[config.mk]
export PLATFORM = sky130hd
export DESIGN_NAME = mavw_ring
export DESIGN_NICKNAME = d
export VERILOG_FILES = /design/src/rtl/mavw_pkg.sv /design/src/rtl/mavw_ring.sv
export SDC_FILE = /design/constraint.sdc
export NUM_CORES = 2
export LEC_CHECK = 0
export BUFFER_PORTS_ARGS = -buffer_cell sky130_fd_sc_hd__clkbuf_2
export CORE_MARGIN = 5
export CORE_UTILIZATION = 48
export CTS_CLUSTER_SIZE = 28
export DETAILED_ROUTE_END_ITERATION = 6
export GPL_ROUTABILITY_DRIVEN = 1
export PLACE_DENSITY = 0.65
export REMOVE_ABC_BUFFERS = 1
export SLEW_MARGIN = 20
export SYNTH_ARGS = -nofsm -noshare
export SYNTH_HDL_FRONTEND = slang
export SYNTH_SLANG_ARGS = --single-unit
[constraint.sdc]
create_clock -name clock -period 2.8 [get_ports clock]
set_input_delay 0.7 -clock clock [delete_from_list [all_inputs] [get_ports clock]]
set_output_delay 0.7 -clock clock [all_outputs]
set_load 0.05 [all_outputs]
[src/rtl/mavw_pkg.sv]
package mavw_pkg;

   localparam int SAMPLE_BITS   = 16;
   localparam int WINDOW_MAX    = 256;
   localparam int ADDR_BITS     = $clog2(WINDOW_MAX);
   localparam int LEN_BITS      = 9;
   localparam int SUM_BITS      = 24;
   localparam int MEAN_BITS     = 24;
   localparam int FRAC_BITS     = 8;
   localparam int DIVIDEND_BITS = SUM_BITS + FRAC_BITS;
   localparam int STEP_BITS     = $clog2(DIVIDEND_BITS);

   localparam logic [LEN_BITS-1:0] LEN_RESET = LEN_BITS'(8);
   localparam logic [LEN_BITS-1:0] LEN_MAX   = LEN_BITS'(WINDOW_MAX);

   // start request to the serial divider
   typedef struct packed {
      logic                  start;
      logic [SUM_BITS-1:0]   magnitude;
      logic [LEN_BITS-1:0]   divisor;
   } div_req_type;

   // divider status back to the control
   typedef struct packed {
      logic                  done;
      logic [MEAN_BITS-1:0]  quotient;
   } div_rsp_type;

endpackage

[src/rtl/mavw_ring.sv]
module mavw_ring
   import mavw_pkg::*;
(
   input  logic                   clock,
   input  logic                   wr_en,
   input  logic [ADDR_BITS-1:0]   wr_addr,
   input  logic [SAMPLE_BITS-1:0] wr_data,
   input  logic                   rd_en,
   input  logic [ADDR_BITS-1:0]   rd_addr,
   output logic [SAMPLE_BITS-1:0] rd_data
);

   logic [SAMPLE_BITS-1:0] mem_ff [WINDOW_MAX];
   logic [SAMPLE_BITS-1:0] rd_data_ff;

   always_ff @(posedge clock) begin
      if (wr_en) begin
         mem_ff[wr_addr] <= wr_data;
      end
   end

   // registered read port
   always_ff @(posedge clock) begin
      if (rd_en) begin
         rd_data_ff <= mem_ff[rd_addr];
      end
   end

   assign rd_data = rd_data_ff;

endmodule

Word level (Yosys, flattened, before mapping)
Memory sizes are Yosys's and may differ from the RTL's. A register that Yosys moved wholly into a read port is not among the register bits.
Index checks and enable logic that the tools add are counted.
{"block": "classes", "muxes": 2}
{"cell": "$mux 1", "count": 2}
{"block": "totals", "reg_bits": 0, "ramBits": 4096, "elab_cells": 3, "inputBits": 35, "n_memories": 1, "out_inout_bits": 16}
{"memory": "mem_ff", "depth": 256, "width": 16, "read_ports": 1, "rd_clocked_by_memory_dff": 1, "wr": 1, "line_no": "mavw_ring.sv:13", "rtl": "logic [SAMPLE_BITS-1:0] mem_ff [WINDOW_MAX];"}

Depth between registers and ports, before layout
{"block": "logic_depth", "ltp_word": 2, "mapped_depth": 12, "mapped_depth_nobuf": 6}

Worst setup path before layout
OpenSTA, ideal clock, no wires.
{"block": "synth_path", "path_type": "input -> register", "startpoint": "input port rd_addr[0]", "endpoint": "register rd_data_ff[4], in the netlist rd_data[4], read port of mem_ff, data pin", "slack_ps": -149, "required_time_ps": 2535, "setup_time_ps": 265, "arrival_ps": 2684, "n_path_buf": 3, "path_stages": 8, "cell_sequence": "buf_6 -> buf_6 -> buf_2 -> mux4_2 -> mux4_2 -> a22o_1 -> o32ai_2 -> nor4_2"}
{"item": "start: declaration", "line_no": "mavw_ring.sv:9", "rtl": "input logic [ADDR_BITS-1:0] rd_addr,"}
{"item": "end: declaration", "line_no": "mavw_ring.sv:14", "rtl": "logic [SAMPLE_BITS-1:0] rd_data_ff;"}

==> metrics.md <==
| Metric | Value |
|---|---|
| Synthesized-area fraction occupied by xor and xnor cells | 0% |
| Achievable clock frequency | 347 MHz |
| Die extent in y | 585 um |
| Hold Violations, Final | 0 |
| Hold buffer count at CTS | 0 |
| Internal | 0.103 W |
| Leading cell types in the layout, fill and taps excluded | edfxtp_1, mux4_2, buf_4 |
| Number of distinct library cells after synthesis | 51 |
| Yosys reg bits | 4112 |
| Vias in the first global route | 80915 |
| CTS tree | built |
| Routed via count | 81683 |
| Final setup violating endpoints | 5 |
| Most common cell after layout, fill and taps aside | edfxtp_1 |
| WS Path Type | in2reg |
| First DRT Iteration DRCs | 10031 |
| Maximum fanout along the worst path | 16 |
| Antenna violations before repair | 19 |
| Worst setup EP type | flop |
| Clock latency of the later-clocked register in the worst-skew pair | 970 ps |
| Fillers | 23917 |
| Actual transition at the worst max-transition pin | 962 ps |
| Dominant combinational cell family by area after synthesis | multiplexers |
| GR met1 Demand/Resource | 35.1% |
| Routed Wire Length | 425000 um |
| Top cells by area in the synthesized netlist | edfxtp_1, mux4_2, mux2i_1, o221ai_1, nor2_1 |
| Effective utilization at floorplan | 48.1% |
| HPWL Detailed | 267000 um |
| Portion of the post-synthesis area used by sequential elements | 77.7% |
| Clock power frac | 42.3% |
| Required time of the critical path | 3580 ps |
| Combinational share of power | 5.6% |
| Maximum clock path buffer count | 4 |
| Max_cap viols | 0 |
| Share of Yosys cell area claimed by the top area cell type | 77.7% |
| Weighted congestion reported at the end of routability-driven placement | 0.925 |
| Failing checks | negative setup slack |
| Chain of cells forming the critical path | buf_16 > buf_6 > buf_12 > buf_16 > buf_16 > buf_4 > buf_12 > buf_12 > mux2i_1 > o22ai_1 > buf_4 > nor3_1 > o21ai_0 > nand3_1 > nor4_1 |
| GRT Overall Usage | 24.6% |
| CTS buffer count | 412 |
| Reported net switching power | 0.0276 W |
| Biggest area consumer among synthesized cells | edfxtp_1 |
| Core footprint | 0.330 sq mm |
| Worst setup SP type | primary input |
| Count of flip-flops with a built-in enable after synthesis | 4112 |
| Final antenna-violating net count | 0 |
| Ratio of cells with drive above 1 in the final layout | 30.5% |
| Residual overflow from global routing | 0 |
| Horizontal extent of the die | 585 um |
| Post-layout total power | 0.131 W |
| Total DRC errors in the routed layout | 0 |
| Synthesized area per cell | 21.6 sq um |
| CP arrival | 3660 ps |
| Cell type of the slowest stage on the worst timing path | o21ai_0 |
| Final cell count without fillers | 13132 |
| CTS HTree Levels | 5 |
| Register share of total power | 52.0% |
| Area overhead of the layout relative to synthesis | 18.3% |
| Mean routed wirelength per cell | 32.4 um |
| Adder-cell share of the synthesized area | 0% |
| Placed Instances | 12348 |
| CTS clk-pin slew, worst paths | 70 ps |
| Port-buffer cells | 50 |
| Max-slew headroom at the worst pin | 35.4% |
| Global routing's busiest layer | met2 |
| P per Cell Area | 695 mW/mm^2 |
| Met2 track demand over resource in global routing | 37.4% |
| Multiplexer area fraction after synthesis | 15.5% |
| Worst path setup slack after routing | -77.9 ps |
| Clock Root Buffer | clkbuf_16 |
| Number of detailed-routing iterations run before antenna repair | 5 |
| Synth warnings | 0 |
| Combined area of all synthesized cells | 0.159 sq mm |
| Rows | 211 |
| Simple-gate share of the synthesized area | 1.57% |
| Average via count per standard cell | 6.22 |
| Total Die Area | 0.343 sq mm |
| Stage delay of the slowest cell on the critical path | 510 ps |
| Minimum period implied by the final worst setup slack | 2880 ps |
| Status | complete, but fails checks |
| Worst-case clock skew | 43.4 ps |
| Static Leak | 60.9 nW |
| Ratio of final minimum period to clock period | 103% |
| Total area of multi-input combinational cells | 0.0332 sq mm |
| I/O pin count | 51 |
| Global-route wire length before repair | 604000 um |
| Post-synthesis compound-gate area fraction | 3.53% |
| Class of the most critical hold timing path | in2reg |
| Number of nets in the layout | 8457 |
| Largest net degree at the start of global routing | 89 |
| Post-Synthesis Cells | 7360 |
| Number of clock sinks seen by CTS | 4112 |
| Synth Flop Type | edfxtp_1 |
| Worst vdd ir | 0.485 mV |
| Async set-or-reset flop fraction in the synthesized netlist | 0% |
| Met3 layer usage reported by global route | 5.95% |
| Fraction of power spent switching nets | 21.1% |
| Sequential cell area in the final layout | 0.123 sq mm |
| Final-report max-slew violation count | 0 |
-- through the flow --
| stage | cell area, sq um | hold WS [ps] | util (%) | TNS (ps) | worst slack, ps |
|---|---|---|---|---|---|
| floorplan | 156000 | 799 | - | -70560 | -4530 |
| global placement | 174000 | 1060 | 52.6 | -20990 | -1730 |
| detailed placement | 174000 | 1060 | 52.6 | -21130 | -1710 |
| CTS | 187000 | 35.8 | 56.8 | -2.59 | -1.74 |
| global route | 188000 | 54.3 | 56.9 | -1.45 | -1.26 |
| finish | 188000 | 93.6 | 56.9 | -205 | -77.9 |
-- Yosys cell counts (17+ instances only) --
cell / instances
edfxtp_1: 4112
o32ai_1: 20
mux4_2: 797
a21oi_1: 175
nor3_1: 92
mux2_2: 88
nor2_1: 304
buf_6: 77
a22oi_1: 43
a22o_1: 32
buf_1: 27
o21ai_0: 37
o22ai_1: 148
clkbuf_1: 230
nand4_1: 26
nor4_1: 17
o221ai_1: 252
a221oi_1: 28
a211oi_1: 18
buf_4: 26
mux2i_1: 565
nand3_1: 35
nand2_1: 38
buf_2: 76
-- worst paths after layout --
path                  from              to  slack (ps)  depth (start not counted)
min reg2reg  mem_ff[96][7]      rd_data[7]        1190                          6
min            wr_data[11]  mem_ff[61][11]          90                          1
max reg2reg   mem_ff[3][5]      rd_data[5]          50                          7
max             rd_addr[0]     rd_data[10]         -80                         15
-- routing by layer --
metal | share of wire [%] | up-vias | wire length (um)
met4 | 4.2 | 6 | 18000
li1 | - | 33477 | -
met3 | 10 | 766 | 44500
met1 | 39 | 43250 | 167000
met5 | 0.0085 | - | 36
met2 | 46 | 4184 | 196000
-- timing repair --
| item | CTS | global route |
|---|---|---|
| buffers inserted | 0 | 19 |
| gates resized for setup | 64 | 46 |
| pin swaps | 3 | 3 |
| gates cloned | 2 | 5 |
| setup endpoints to repair | 15 | 16 |
-- worst max-delay path, delay by kind of cell --
kind | cells | cell delay (ps)
AO/OA/AOI/OAI | 2 | 690
buffers and inverters | 9 | 1510
multiplexers | 1 | 90
AND/OR/NAND/NOR | 3 | 560
-- state kept, by name, summed over array words and instances (netlist names) --
| signal | flops |
|---|---|
| rd_data | 16 |
| mem_ff | 4096 |
-- cell families after synthesis --
| family | after synthesis |
|---|---|
| AO/OA/AOI/OAI | 786 |
| buffers and inverters | 456 |
| flip-flops | 4112 |
| multiplexers | 1450 |
| AND/OR/NAND/NOR | 556 |
-- layout make-up --
type	instances	area share (%)
Timing Repair Buffer	1100	6.49
Tap cell	4366	2.91
Clock inverter	245	1.47
Antenna cell	10	0.0133
Multi-Input combinational cell	2792	17.7
Clock buffer	503	5.71
Inverter	4	0.0146
Sequential cell	4112	65.7
-- power groups by stage --
stage	Clock, W	Combinational [W]	Sequential (W)
2_1_floorplan	0	0.00250	0.0693
3_3_place_gp	0	0.00703	0.0693
3_5_place_dp	0	0.00715	0.0693
4_1_cts	0.0560	0.00726	0.0680
5_1_grt	0.0587	0.00769	0.0679
6_report	0.0553	0.00738	0.0680
Power figures use the tool's default switching activity.
