===== config.mk =====
export PLATFORM = sky130hd
export DESIGN_NAME = mavw_div
export DESIGN_NICKNAME = d
export VERILOG_FILES = /design/src/rtl/mavw_pkg.sv /design/src/rtl/mavw_div.sv
export SDC_FILE = /design/constraint.sdc
export NUM_CORES = 1
export LEC_CHECK = 0
export BUFFER_PORTS_ARGS = -buffer_cell sky130_fd_sc_hd__buf_2
export CAP_MARGIN = 0
export CORE_MARGIN = 5
export CORE_UTILIZATION = 55
export DETAILED_ROUTE_END_ITERATION = 10
export PLACE_DENSITY = 0.79
export RECOVER_POWER = 100
export REMOVE_ABC_BUFFERS = 1
export SKIP_LAST_GASP = 1
export SLEW_MARGIN = 15
export SYNTH_ARGS = -nofsm -noshare
export SYNTH_HDL_FRONTEND = slang
export SYNTH_SLANG_ARGS = --single-unit

===== constraint.sdc =====
create_clock -name clock -period 2.59 [get_ports clock]
set_clock_uncertainty 0.1 [all_clocks]
set_input_delay 0.1295 -clock clock [delete_from_list [all_inputs] [get_ports clock]]
set_output_delay 0.1295 -clock clock [all_outputs]
set_load 0.005 [all_outputs]

===== src/rtl/mavw_pkg.sv =====
package mavw_pkg;

   localparam int SAMPLE_BITS   = 16;
   localparam int WINDOW_MAX    = 256;
   localparam int ADDR_BITS     = $clog2(WINDOW_MAX);
   localparam int LEN_BITS      = 9;
   localparam int SUM_BITS      = 24;
   localparam int MEAN_BITS     = 24;
   localparam int FRAC_BITS     = 8;
   localparam int DIVIDEND_BITS = SUM_BITS + FRAC_BITS;
   localparam int STEP_BITS     = $clog2(DIVIDEND_BITS);

   localparam logic [LEN_BITS-1:0] LEN_RESET = LEN_BITS'(8);
   localparam logic [LEN_BITS-1:0] LEN_MAX   = LEN_BITS'(WINDOW_MAX);

   // start request to the serial divider
   typedef struct packed {
      logic                  start;
      logic [SUM_BITS-1:0]   magnitude;
      logic [LEN_BITS-1:0]   divisor;
   } div_req_type;

   // divider status back to the control
   typedef struct packed {
      logic                  done;
      logic [MEAN_BITS-1:0]  quotient;
   } div_rsp_type;

endpackage


===== src/rtl/mavw_div.sv =====
module mavw_div
   import mavw_pkg::*;
(
   input  logic        clock,
   input  logic        reset,
   input  div_req_type div_req,
   output div_rsp_type div_rsp
);

   logic                     busy_ff, busy_in;
   logic                     done_ff, done_in;
   logic [STEP_BITS-1:0]     step_ff, step_in;
   logic [DIVIDEND_BITS-1:0] dividend_ff, dividend_in;
   logic [LEN_BITS-1:0]      divisor_ff, divisor_in;
   logic [LEN_BITS-1:0]      rem_ff, rem_in;
   logic [MEAN_BITS-1:0]     quot_ff, quot_in;
   logic [LEN_BITS:0]        trial;
   logic                     fits;

   // one quotient bit per cycle, restoring
   always_comb begin
      trial       = {rem_ff, dividend_ff[DIVIDEND_BITS-1]};
      fits        = trial >= {1'b0, divisor_ff};
      busy_in     = busy_ff;
      done_in     = 1'b0;
      step_in     = step_ff;
      dividend_in = dividend_ff;
      divisor_in  = divisor_ff;
      rem_in      = rem_ff;
      quot_in     = quot_ff;
      if (div_req.start) begin
         busy_in     = 1'b1;
         step_in     = '0;
         dividend_in = {div_req.magnitude, {FRAC_BITS{1'b0}}};
         divisor_in  = div_req.divisor;
         rem_in      = '0;
         quot_in     = '0;
      end else if (busy_ff) begin
         rem_in      = fits ? LEN_BITS'(trial - {1'b0, divisor_ff}) : trial[LEN_BITS-1:0];
         quot_in     = {quot_ff[MEAN_BITS-2:0], fits};
         dividend_in = {dividend_ff[DIVIDEND_BITS-2:0], 1'b0};
         step_in     = step_ff + STEP_BITS'(1);
         if (step_ff == STEP_BITS'(DIVIDEND_BITS - 1)) begin
            busy_in = 1'b0;
            done_in = 1'b1;
         end
      end
   end

   always_ff @(posedge clock) begin
      if (reset) begin
         busy_ff <= 1'b0;
         done_ff <= 1'b0;
         step_ff <= '0;
      end else begin
         busy_ff <= busy_in;
         done_ff <= done_in;
         step_ff <= step_in;
      end
      dividend_ff <= dividend_in;
      divisor_ff  <= divisor_in;
      rem_ff      <= rem_in;
      quot_ff     <= quot_in;
   end

   assign div_rsp.done     = done_ff;
   assign div_rsp.quotient = quot_ff;

endmodule


# Word level (Yosys, flattened, before mapping)
# Cells that the tools add are included.
word_totals:
  reg_bits: 73
  in_bits: 36
  output_inout_bits: 25
  word_cells: 22
classes:
  add_sub_neg: 2
  n_lt_le_gt_ge: 1
  n_eq_ne: 1
  muxes: 7
  bitwise_logic: 1
  n_reduce_logical: 3
op_table:
  columns: ["operator", "count"]
  rows:
  - ["$mux 32", 2]
  - ["$ge 10x9->1", 1]
  - ["$mux 9", 1]
  - ["$sub 9x9->9", 1]
  - ["$add 5x1->5 const B", 1]
  - ["$eq 5x5->1 const B", 1]
  - ["$mux 1", 4]
  - ["$reduce_or 3->1", 1]
  - ["$reduce_bool 2->1", 1]
  - ["$reduce_or 2->1", 1]
  - ["$not 1->1", 1]

# Depth between registers and ports, before layout
# Gate-level depths: netlist of run 1.
logic_depth:
  ltp_word: 4
  ltp_mapped: 10
  mapped_depth_nobuf: 9

# Worst setup path after synthesis of run 1
# OpenSTA, ideal clock, no wires.
synth_path:
  path_type: "register to register"
  start: "register dividend_ff[31]"
  end: "register rem_ff[8]"
  setup_ns: 0.088
  t_arrival_ns: 2.195
  required_time_ns: 2.402
  path_slack_ns: 0.207
  stages_incl_launch_ff: 11
  n_path_buf: 1
  period_less_slack_ns: 2.383
  cell_sequence: "edfxtp_1 > inv_1 > ha_1 > inv_1 > fa_1 > a211oi_1 > o21a_1 > o211a_2 > buf_6 > nand2_1 > a311oi_2"
synth_via:
  elab_chain_len: 2
  elab_cells_between_ends: 3
synth_rtl:
  columns: ["item", "line", "rtl"]
  rows:
  - ["from (decl)", "mavw_div.sv:13", "logic [DIVIDEND_BITS-1:0] dividend_ff, dividend_in;"]
  - ["from (signal assigned)", "mavw_div.sv:60", "dividend_ff <= dividend_in;"]
  - ["$sub 9x9->9 / $ge 10x9->1 (equally long branches)", "mavw_div.sv:39, mavw_div.sv:23", null]
  - ["$mux 9 (*)", "mavw_div.sv:39", "rem_in = fits ? LEN_BITS'(trial - {1'b0, divisor_ff}) : trial[LEN_BITS-1:0];"]
  - ["to (signal assigned)", "mavw_div.sv:62", "rem_ff <= rem_in;"]
  - ["to (decl)", "mavw_div.sv:15", "logic [LEN_BITS-1:0] rem_ff, rem_in;"]
# Every way passes the cells marked *; elsewhere a longest branch is shown, timed or not.
# A chain may end at the register's enable or synchronous reset.

# Final worst setup path of run 1
layout_path:
  start: "register divisor_ff[7]"
  end: "register rem_ff[8]"
layout_via:
  elab_chain_len: 2
  elab_cells_between_ends: 3
layout_rtl:
  columns: ["item", "line", "rtl"]
  rows:
  - ["from (decl)", "mavw_div.sv:14", "logic [LEN_BITS-1:0] divisor_ff, divisor_in;"]
  - ["from (signal assigned)", "mavw_div.sv:61", "divisor_ff <= divisor_in;"]
  - ["$sub 9x9->9 / $ge 10x9->1 (equally long branches)", "mavw_div.sv:39, mavw_div.sv:23", null]
  - ["$mux 9 (*)", "mavw_div.sv:39", null]
# Marks and branches as above.

==> results of run 1 <==
[metrics by stage]
stage | util | total power, mW | cell area, µm² | cells | hold slack [ns]
global placement | 0.6238 | 1.708 | 3650 | 405 | 0.2070
floorplan | - | 1.604 | 3209 | 264 | 0.09736
CTS | 0.7119 | 2.609 | 4165 | 454 | 0.01813
global route | 0.7074 | 2.738 | 4139 | 454 | 0.007837
finish | 0.7074 | 2.599 | 4139 | 454 | 0.03012
detailed placement | 0.6238 | 1.719 | 3650 | 405 | 0.2076
[layer usage]
layer	GRT usage	wire length (µm)
met3	0.06433	294
met1	0.2274	2847
met2	0.2973	3250
met5	0	0
met4	0.06695	97
[worst max-delay path, cell delays in order (launching register included)]
cell	delay [ns]
edfxtp_1	0.32
inv_1	0.04
ha_1	0.37
nand4b_1	0.21
or3_1	0.44
o211a_4	0.23
or3_1	0.40
a311oi_2	0.23
[sequential cells by signal, indices dropped and copies added (netlist names)]
register and count:
busy_ff 1, done_ff 1, dividend_ff 24, quot_ff 24
divisor_ff 9, rem_ff 9, step_ff 5
[path summary, 6_finish.rpt]
kind | end | start | depth (start not counted) | slack (ns)
worst max-delay path | rem_ff[8] | divisor_ff[7] | 7 | 0.18
worst min-delay path | dividend_ff[28] | div_req[29] | 2 | 0.03
worst max register to register | rem_ff[8] | divisor_ff[7] | 7 | 0.18
worst min register to register | rem_ff[2] | rem_ff[2] | 2 | 0.41
[cell usage after synthesis (2+ instances only)]
cell type	instances
mux2i_1	31
and2_1	2
or2_2	4
mux2_2	23
nor4b_1	2
or3_1	2
buf_1	3
clkbuf_1	11
nor2_1	43
a311oi_1	3
inv_1	13
nand2_1	8
a21o_1	2
xnor2_1	2
edfxtp_1	33
dfxtp_1	40
a21oi_1	7
ha_1	11
a31o_2	2
nand4b_1	2
xor2_1	5
o211ai_1	2
a211oi_1	8
o21ai_0	3
[timing repair]
item / CTS / global route
hold buffers: 33 / 0
endpoints found under the hold margin: 33 / 0
resized for setup: 0 / 1
endpoints found under the setup margin: 0 / 8
[cell type report]
| cell class | instances | area [µm²] | area share |
|---|---|---|---|
| Tap cell | 75 | 93.84 | 0.02267 |
| Inverter | 13 | 48.80 | 0.01179 |
| Multi-Input combinational cell | 178 | 1376 | 0.3325 |
| Clock inverter | 6 | 57.56 | 0.01391 |
| Sequential cell | 73 | 1792 | 0.4329 |
| Clock buffer | 10 | 127.6 | 0.03083 |
| Timing Repair Buffer | 99 | 643.1 | 0.1554 |
[cell families after synthesis]
group	Yosys count
and+or+nand+nor	74
DFF	73
muxes	54
AOI/OAI and AO/OA	31
buffers and inverters	30
adders and majority gates	12
xor gates and xnor gates	7
[power breakdown]
| part | switching, mW | internal (mW) | total, mW |
|---|---|---|---|
| clock | 0.418 | 0.441 | 0.859 |
| sequential | 0.0301 | 1.28 | 1.31 |
| combinational | 0.209 | 0.217 | 0.426 |
[cells in the final DEF, fill, tap and decap left out, drive strengths merged, types with 3 or more instances in the layout]
cell type	n
a211oi	8
a21oi	7
a311oi	4
buf	44
clkbuf	32
clkinv	3
dfxtp	40
dlygate4sd3	33
edfxtp	33
ha	11
inv	15
mux2	23
mux2i	31
nand2	8
nor2	43
o21ai	3
or2	4
xor2	5
==> flow_metrics.tcl, run 1 <==
set metrics [dict create \
    fin_ws_ns 0.1816 \
    async_flop_share 0 \
    gp_congestion 0.8433 \
    wire_per_inst_um 14.30 \
    worstSetupStartpointType "register" \
    critPathRequiredTime_ns 2.75 \
    max_freq_mhz 415.2 \
    finalSetupTns_ns 0 \
    io_buffers 60 \
    grt_max_degree 51 \
    cp_max_fo 14 \
    critical_path_arrival_ns 2.57 \
    pre_cts_ws_ns 0.1147 \
    vias 2383 \
    netlist_area_mm2 0.003286 \
    syn_to_final_growth_pct 25.97 \
    numCtsBuffers 9 \
    p_leak_nw 1.709 \
    setup_viol 0 \
    grt_pass1_vias 2340 \
    synth-simple-area-share 0.1081 \
    die_x_um 87.29 \
    synth_xor_area_frac 0.01866 \
    max-cap-violations 0 \
    track_usage 0.1840 \
    drc 0 \
    post_cts_buffers 0 \
    dieArea_mm2 0.007620 \
    clk_latency_ns 0.34 \
    htree_num_levels 3 \
    hold_viol 0 \
    hp-class "input pin to register" \
    rows 28 \
    synth_top_area_cell "edfxtp_1" \
    worst_ir_drop_vdd_mv 0.4461 \
    gr-total-overflow 0 \
    synthCells 281 \
    yosysSeqAreaShare 0.5453 \
    dp_hpwl_mm 4.002 \
    muxShareOfSynthArea 0.1733 \
    tightest_slew_ns 0.9966 \
    synth-seq-cells 73 \
    yosysWarnings 0 \
    synth_area_per_cell_um2 11.69 \
    synth_adder_area_share 0.04798 \
    grt_pass1_wl_mm 10.68 \
    drt_wl_total_mm 6.490 \
    cts_max_path_buffers 2 \
    rsz0062_at_grt "no" \
    period_share 0.9299 \
    nFillCells 416 \
    start_util 0.5616 \
    cts_root_buf "clkbuf_8" \
    ys.flop_type "dfxtp_1" \
    vias_per_cell 5.249 \
    final_nets 422 \
    pin_count 61 \
    antenna_found_initial 0 \
    drv_slew 0 \
    synth_top_area_share 0.3016 \
    synth_top_family_by_area "multiplexers" \
    status "finished clean" \
    core_region_area_mm2 0.005851 \
    clock-sinks 73 \
    layout-drive-gt1-share 0.2375 \
    dr.pass1.iters 4 \
    diodes 0 \
    clkTransAtPathRegs_ns 0.07 \
    synth_cell_types 43 \
    drt_iter0_drc 162 \
    die_y_um 87.29 \
    synth_edf_count 33 \
    p_per_area_mw_per_mm2 628.0 \
    worstSetupEndpointType "register" \
    timing.final.crit_period_ns 2.408 \
    relSlewSlack 0.3356 \
    synth_compound_area_frac 0.06855 \
    cts_tree "yes" \
    synth.top_cells.by_area "edfxtp_1, dfxtp_1, mux2i_1, mux2_2, nor2_1" \
    crit_type "register to register" \
    antenna_left 0 \
]
Power figures use the tool's default switching activity.
==> inputs of run 2 (changes only) <==
--- a/config.mk
+++ b/config.mk
@@ -5,11 +5,13 @@
 export SDC_FILE = /design/constraint.sdc
 export NUM_CORES = 1
 export LEC_CHECK = 0
+export ABC_AREA = 1
 export BUFFER_PORTS_ARGS = -buffer_cell sky130_fd_sc_hd__buf_2
 export CAP_MARGIN = 0
 export CORE_MARGIN = 5
 export CORE_UTILIZATION = 55
 export DETAILED_ROUTE_END_ITERATION = 10
+export GPL_ROUTABILITY_DRIVEN = 0
 export PLACE_DENSITY = 0.79
 export RECOVER_POWER = 100
 export REMOVE_ABC_BUFFERS = 1
==> run 2 against run 1 <==
Effect of this change: synthesized cell count is 36% higher; cell area is 0.18% lower; combinational power is 38% lower; critical path type unchanged.
==> flow_metrics.tcl, run 2 <==
set metrics [dict create \
    status "finished clean" \
    timing.rr.start "dividend_ff[31]" \
    antenna_found_initial 0 \
    synth.most_common_cell "nand2_1" \
    worstSetupStartpointType "register" \
    pin_count 61 \
    fin_cells 560 \
    reg.largest.list "dividend_ff: 24 flops, quot_ff: 24 flops" \
    synth_area_per_cell_um2 8.523 \
    synth.top_cells.by_area "edfxtp_1, dfxtp_1, nand2_1, inv_1, ha_1" \
    critPathRequiredTime_ns 2.73 \
    clock-sinks 73 \
    vias 2762 \
    grt_pass1_vias 2886 \
    crit_chain "inv_1 > ha_1 > inv_1 > fa_1 > nand2_1 > nand3_2 > nand2_1 > nand2_8 > nand2_1 > nand2_1 > nand2_1 > nand2_1" \
    layout_commonest_cell "nand2_1" \
    max_stage_delay_ns 0.41 \
    die_y_um 87.04 \
    synth_cell_types 31 \
    hold-worst-slack_ns 0.2162 \
    cts_tree "yes" \
    wire_per_inst_um 13.49 \
    relSlewSlack 0.2013 \
    drc 0 \
    synth_top_area_share 0.3036 \
    cp-endpoint "rem_ff[7]" \
    synthTopCellsByCount "nand2_1, inv_1, dfxtp_1" \
    setup_viol 0 \
    antenna_left 0 \
    track_usage 0.2204 \
    core_region_area_mm2 0.005851 \
    final_nets 528 \
    netlist_area_mm2 0.003264 \
    numCtsBuffers 9 \
    timing.final.crit_period_ns 2.132 \
    clkTransAtPathRegs_ns 0.07 \
    crit_cells 12 \
    tightest_slew_ns 1.198 \
    grt_pass1_wl_mm 12.92 \
    fin_ws_ns 0.4579 \
    synth_edf_count 33 \
    drt_iter0_drc 110 \
    dp.cells 510 \
    dr.pass1.iters 4 \
    finalSetupTns_ns 0 \
    cp_max_fo 10 \
    start_util 0.5580 \
    cts_root_buf "clkbuf_8" \
    synth_top_area_cell "edfxtp_1" \
    cpMostUsedCell "nand2_1" \
    crit_start "dividend_ff[31]" \
    mostFrequentLayoutCells "nand2_1, inv_1, buf_2" \
    clk_latency_ns 0.34 \
    async_flop_share 0 \
    p_per_area_mw_per_mm2 579.5 \
    gr-total-overflow 0 \
    hold_viol 0 \
    diodes 0 \
    dieArea_mm2 0.007576 \
    rsz0062_at_grt "no" \
    max_freq_mhz 469.0 \
    worst-path-buf-inv 2 \
    htree_num_levels 3 \
    holdBufCountCts 34 \
    pre_cts_ws_ns 0.6524 \
    drt_wl_total_mm 7.555 \
    reg2reg_depth 12 \
    critical_path_arrival_ns 2.27 \
    cts_max_path_buffers 2 \
    io_buffers 60 \
    p_leak_nw 1.998 \
    regToRegEndpoint "rem_ff[7]" \
    worst_ir_drop_vdd_mv 0.5305 \
    drv_slew 0 \
    syn_to_final_growth_pct 26.56 \
    worstSetupEndpointType "register" \
    post_cts_buffers 0 \
    period_share 0.8232 \
    r2r_setup_slack_ns 0.46 \
    die_x_um 87.04 \
    vias_per_cell 4.932 \
    dp_hpwl_mm 4.737 \
    synthCells 383 \
    yosysSeqAreaShare 0.5489 \
    hp-class "input pin to register" \
    ys.flop_type "dfxtp_1" \
    max-cap-violations 0 \
    crit_type "register to register" \
    cts.repair.resized 0 \
    synth-seq-cells 73 \
    layout-drive-gt1-share 0.1526 \
    crit_family "simple AND/OR/NAND/NOR gates" \
    grt_max_degree 28 \
    yosysWarnings 0 \
    critPathSlowestCell "fa_1" \
    rows 28 \
]
==> run 2: cells by family (layout without fill, tap and decap cells) <==
kind of cell	Yosys count	after routing	synth area share
buffers and inverters	71	173	0.08356
AOI/OAI and AO/OA	32	32	0.05826
DFF	73	73	0.5489
adders and majority gates	12	12	0.04829
xor gates and xnor gates	4	4	0.01073
and+or+nand+nor	191	191	0.2503
==> run 2: how the worst min path moves through the flow <==
stage	end	slack, ns	from	cells after the start
2_1_floorplan	done_ff	0.11	reset	1
3_3_place_gp	divisor_ff[0]	0.21	div_req[0]	1
3_5_place_dp	divisor_ff[0]	0.21	div_req[0]	1
4_1_cts	divisor_ff[5]	0.06	div_req[33]	1
5_1_grt	divisor_ff[5]	0.24	div_req[33]	1
6_report	divisor_ff[5]	0.22	div_req[33]	1
==> run 2: layer usage <==
metal / track usage / part of all wire / wire length [µm] / up-vias
met3: 0.04447 / 0.047 / 352 / 21
met2: 0.3954 / 0.53 / 3974 / 77
met1: 0.2456 / 0.40 / 2997 / 1247
met4: 0.1105 / 0.031 / 231 / 0
met5: 0 / 0 / 0 / -
li1: - / - / - / 1417
==> run 2: cell type report <==
| cell class | instances | area, µm² |
|---|---|---|
| sequential | 73 | 1792 |
| fill | 433 | 1719 |
| tap | 75 | 93.84 |
| multi-input combinational | 239 | 1190 |
| inverter | 59 | 221.5 |
| clock buffer | 11 | 162.7 |
| timing repair buffer | 98 | 645.6 |
| clock inverter | 5 | 26.28 |
==> run 2: through the flow <==
stage / utilization / instance area [µm²] / power, mW
3_5_place_dp: 0.6217 / 3637 / 1.532
2_1_floorplan: - / 3213 / 1.449
5_1_grt: 0.7062 / 4131 / 2.498
6_report: 0.7062 / 4131 / 2.394
4_1_cts: 0.7121 / 4167 / 2.390
3_3_place_gp: 0.6217 / 3637 / 1.524
==> run 2: where the power goes <==
part           switching [mW]  internal, mW
clock network           0.415         0.426
logic                   0.151         0.111
registers              0.0214          1.27
total                   0.587          1.81
